[config.mk]
export PLATFORM = sky130hd
export DESIGN_NAME = pnebt_ctrl
export DESIGN_NICKNAME = d
export VERILOG_FILES = /design/src/design/pnebt_pkg.sv /design/src/design/pnebt_ctrl.sv
export SDC_FILE = /design/constraint.sdc
export NUM_CORES = 1
export LEC_CHECK = 0
export BUFFER_PORTS_ARGS = -buffer_cell sky130_fd_sc_hd__buf_2
export CORE_AREA = 2 2 39 41
export CTS_BUF_LIST = sky130_fd_sc_hd__clkbuf_16
export DETAILED_ROUTE_END_ITERATION = 10
export DIE_AREA = 0 0 41 43
export PLACE_DENSITY_LB_ADDON = 0.25
export SLEW_MARGIN = 30
export SYNTH_ARGS = -nofsm -noshare
export SYNTH_HDL_FRONTEND = slang
export SYNTH_SLANG_ARGS = --single-unit
[constraint.sdc]
create_clock -name clk -period 2.6 [get_ports clk]
set_input_delay 0.26 -clock clk [delete_from_list [all_inputs] [get_ports clk]]
set_output_delay 0.26 -clock clk [all_outputs]
set_load 0.1 [all_outputs]
[src/design/pnebt_pkg.sv]
// ----------------------------------------------------------------------------
// Per-node energy budget tracker package
// Shared types, field widths, operation and status codes, and register
// indexes for the energy budget tracker.
// ----------------------------------------------------------------------------
package pnebt_pkg;

    localparam int NODE_ID_W   = 6;
    localparam int ENERGY_W    = 40;
    localparam int COST_W      = 16;
    localparam int PRODUCT_W   = 2 * COST_W;
    localparam int TOTAL_W     = 48;
    localparam int TALLY_W     = 7;
    localparam int CFG_INDEX_W = 2;

    localparam int NODES_DEFAULT = 64;

    localparam logic [1:0] OP_TX      = 2'd0;
    localparam logic [1:0] OP_RX      = 2'd1;
    localparam logic [1:0] OP_INSTALL = 2'd2;

    localparam logic [1:0] STATUS_CHARGED   = 2'd0;
    localparam logic [1:0] STATUS_DRAINED   = 2'd1;
    localparam logic [1:0] STATUS_IGNORED   = 2'd2;
    localparam logic [1:0] STATUS_INSTALLED = 2'd3;

    localparam logic [CFG_INDEX_W-1:0] CFG_INITIAL_ENERGY = 2'd0;
    localparam logic [CFG_INDEX_W-1:0] CFG_TX_COST        = 2'd1;
    localparam logic [CFG_INDEX_W-1:0] CFG_RX_COST        = 2'd2;
    localparam logic [CFG_INDEX_W-1:0] CFG_NOMINAL_BYTES  = 2'd3;

    localparam logic [ENERGY_W-1:0] INITIAL_ENERGY_RESET = 40'd1000000000;
    localparam logic [COST_W-1:0]   TX_COST_RESET        = 16'd6000;
    localparam logic [COST_W-1:0]   RX_COST_RESET        = 16'd6000;
    localparam logic [COST_W-1:0]   NOMINAL_BYTES_RESET  = 16'd512;

    localparam logic [TALLY_W-1:0] TALLY_MAX = '1;
    localparam logic [TOTAL_W-1:0] TOTAL_MAX = '1;

    typedef struct packed {
        logic [1:0]           op;
        logic [NODE_ID_W-1:0] node_id;
        logic [COST_W-1:0]    packet_bytes;
        logic                 node_is_sink;
    } req_t;

    typedef struct packed {
        logic [1:0]           status;
        logic [ENERGY_W-1:0]  remaining;
        logic [1:0]           level;
        logic                 can_send;
        logic                 stop_request;
        logic [TALLY_W-1:0]   drained_count;
        logic [NODE_ID_W-1:0] first_drained_node;
        logic                 any_drained;
        logic [TOTAL_W-1:0]   total_consumed;
    } rsp_t;

    typedef struct packed {
        logic capture;
        logic multiply;
        logic decide;
        logic update;
        logic load;
    } cmd_t;

endpackage

[src/design/pnebt_ctrl.sv]
// ----------------------------------------------------------------------------
// Energy budget tracker controller
// Sequences one request through read, multiply, decide, update and result
// load, and owns the request and result handshakes.
// ----------------------------------------------------------------------------
module pnebt_ctrl (
    input  logic          clk,
    input  logic          rst_n,
    input  logic          req_valid,
    output logic          req_stall,
    output logic          rsp_valid,
    input  logic          rsp_stall,
    output pnebt_pkg::cmd_t cmd
);

    import pnebt_pkg::*;

    localparam logic [2:0] S_IDLE = 3'd0;
    localparam logic [2:0] S_MUL  = 3'd1;
    localparam logic [2:0] S_DEC  = 3'd2;
    localparam logic [2:0] S_UPD  = 3'd3;
    localparam logic [2:0] S_OUT  = 3'd4;

    logic [2:0] state_reg;
    logic [2:0] state_next;
    logic       rsp_valid_reg;
    logic       rsp_valid_next;
    logic       out_free;

    assign req_stall = (state_reg != S_IDLE);
    assign rsp_valid = rsp_valid_reg;
    assign out_free  = !rsp_valid_reg || !rsp_stall;

    always_comb
    begin
        cmd            = '0;
        state_next     = state_reg;
        rsp_valid_next = rsp_valid_reg && rsp_stall;
        unique case (state_reg)
            S_IDLE:
            begin
                if (req_valid)
                begin
                    cmd.capture = 1'b1;
                    state_next  = S_MUL;
                end
            end
            S_MUL:
            begin
                cmd.multiply = 1'b1;
                state_next   = S_DEC;
            end
            S_DEC:
            begin
                cmd.decide = 1'b1;
                state_next = S_UPD;
            end
            S_UPD:
            begin
                cmd.update = 1'b1;
                state_next = S_OUT;
            end
            S_OUT:
            begin
                if (out_free)
                begin
                    cmd.load       = 1'b1;
                    rsp_valid_next = 1'b1;
                    state_next     = S_IDLE;
                end
            end
            default:
            begin
                state_next = S_IDLE;
            end
        endcase
    end

    always_ff @(posedge clk or negedge rst_n)
    begin
        if (!rst_n)
        begin
            state_reg     <= S_IDLE;
            rsp_valid_reg <= 1'b0;
        end
        else
        begin
            state_reg     <= state_next;
            rsp_valid_reg <= rsp_valid_next;
        end
    end

`ifndef ASSERT_OFF
    a_accept_starts: assert property (@(posedge clk) disable iff (!rst_n)
        req_valid && !req_stall |=> state_reg == S_MUL)
        else $error("accepted request did not start the sequence");

    a_result_from_out: assert property (@(posedge clk) disable iff (!rst_n)
        $rose(rsp_valid) |-> $past(state_reg) == S_OUT)
        else $error("result appeared outside the output step");

    a_hold_when_full: assert property (@(posedge clk) disable iff (!rst_n)
        state_reg == S_OUT && rsp_valid && rsp_stall |=> state_reg == S_OUT)
        else $error("result overwritten while the previous one waits");

    a_single_command: assert property (@(posedge clk) disable iff (!rst_n)
        $onehot0(cmd))
        else $error("more than one datapath command in a cycle");
`endif

endmodule

==> results_dict.tcl <==
set metrics [dict create \
    dp_hpwl_um 307 \
    skew_ns 0.00308 \
    finalSetupTns_ns 0 \
    grt_max_degree 8 \
    ctsHtreeMaxLevel 1 \
    path_clk_slew_ns 0.03 \
    syn_to_final_growth_pct 78.8 \
    rsz0062_at_grt "no" \
    period_needed_ns 1.89 \
    status "finished clean" \
    syn_area_um2 195 \
    crit_type "register to output pin" \
    design.core.area_um2 1380 \
    ctsResizeCount 0 \
    grtUsageMet2_pct 7.50 \
    avgSynthCellArea_um2 9.76 \
    fmax_mhz 528 \
    hold_class "input pin to register" \
    grt_overflow 0 \
    gr-usage-met3_pct 9.42 \
    vias 185 \
    die_h_um 43 \
    largest_reg_flops 3 \
    n_antenna_cell 0 \
    grtUsageTotal_pct 7.44 \
    synth-seq-cells 4 \
    clk_latency_ns 0.22 \
    wl_um 462 \
    drt-wirelength-per-cell_um 9.43 \
    ioPinCount 11 \
    hold_viol 0 \
    setup_viol 0 \
    io_buffers 10 \
    worst_pin_slew_ns 0.487 \
    root_buffer "clkbuf_16" \
    postCtsHoldBufs 1 \
    cts_tree "built" \
    clock-sinks 4 \
    layout-drive-gt1-share_pct 45.5 \
    critPathRequiredTime_ns 2.34 \
    start_util_pct 14.1 \
    drv_cap 0 \
    slew_headroom_pct 67.8 \
    place_area_um2 264 \
    ys_types 13 \
    groute.layer.met1.usage_pct 8.41 \
    busiest_layer "met3" \
    fin_area_um2 349 \
    period_share_pct 72.8 \
    seq_area_frac_synth_pct 51.3 \
    syn_nets 24 \
    yosysWarnings 0 \
    finalNetCount 39 \
    antenna_found_initial 0 \
    drt_pass1_iterations 1 \
    numCtsBuffers 3 \
    post-cts-setup-buffers 0 \
    cts_buffer_depth 2 \
    ant_nets 0 \
    start_kind "register" \
    path_max_fanout 7 \
    grt_pass1_vias 170 \
    postSynthCellCount 20 \
    vias_per_cell 3.78 \
    rows 14 \
    grt_pass1_wl_um 724 \
    arrival_ns 1.63 \
    post-route-util_pct 25.2 \
    die_area_um2 1760 \
    die_w_um 41 \
    drt_iter0_drc 0 \
    gp_congestion 0.580 \
    crit_path_end_kind "output pin" \
    maxSlewViolCount 0 \
    drc 0 \
]
==> layer usage <==
layer,wire [µm],up-vias
li1,-,94
met3,64,0
met2,178,13
met5,0,-
met4,0,0
met1,219,78
==> cells in the mapped netlist <==
cell type	n	area, µm²
buf_4	1	7.51
dfrtp_1	4	100
inv_1	1	3.75
nand2_1	2	7.51
nor3b_1	2	15.0
xnor2_1	1	8.76
nor2_1	3	11.3
a21oi_1	1	5.00
and3b_1	1	8.76
o21bai_1	1	7.51
or3_1	1	6.26
or3b_1	1	8.76
nor3_1	1	5.00
==> cell families (layout without fill, tap and decap cells) <==
logic type      Yosys count  after routing  share of synthesized area, %
simple gates             11             11                          32.1
flops                     4              4                          51.3
compound gates            2              2                          6.41
buf+inv                   2             15                          5.77
xor+xnor                  1              1                          4.49
==> critical path: stages (launching register included) <==
cell,delay (ns)
dfrtp_1,0.42
or3b_1,0.45
a21oi_2,0.11
buf_2,0.43
==> per-stage QoR <==
step           setup slack (ns)  hold slack [ns]  instances
6_report                  0.708            0.280         49
5_1_grt                   0.637            0.315         49
4_1_cts                   0.697            0.284         49
3_5_place_dp              0.935           0.0693         45
3_3_place_gp              0.954           0.0645         45
2_1_floorplan            -0.299          -0.0356         20
==> layout by cell type (no fill, tap or decap) <==
master	instances
a21oi_2	1
and3b_1	1
buf_2	10
clkbuf_16	3
dfrtp_1	4
dlygate4sd3_1	1
inv_1	1
nand2_1	2
nor2_1	2
nor2_2	1
nor3_1	1
nor3b_1	2
o21bai_1	1
or3_1	1
or3b_1	1
xnor2_1	1
==> worst paths after layout <==
kind	cells after the start	startpoint	endpoint	slack, ns
hold / removal	3	rsp_stall	rsp_valid	0.28
setup / recovery	3	state_reg[1]	cmd[0]	0.71
min in group asynchronous	2	rst_n	rsp_valid	0.37
hold reg to reg	1	state_reg[2]	state_reg[1]	0.53
max in group asynchronous	2	rst_n	state_reg[1]	2.10
setup reg to reg	2	state_reg[1]	state_reg[2]	1.50
==> area by class of cell <==
type / instances / area, µm²
inverters: 1 / 3.75
repair buffers: 11 / 60.1
multi-input cells: 14 / 90.1
flip-flops and latches: 4 / 100
fillers: 147 / 1030
well taps: 16 / 20.0
clock buffers: 3 / 75.1
Power is not shown: default switching activity piles up to over one toggle a cycle in this logic, so the estimate is an artifact.
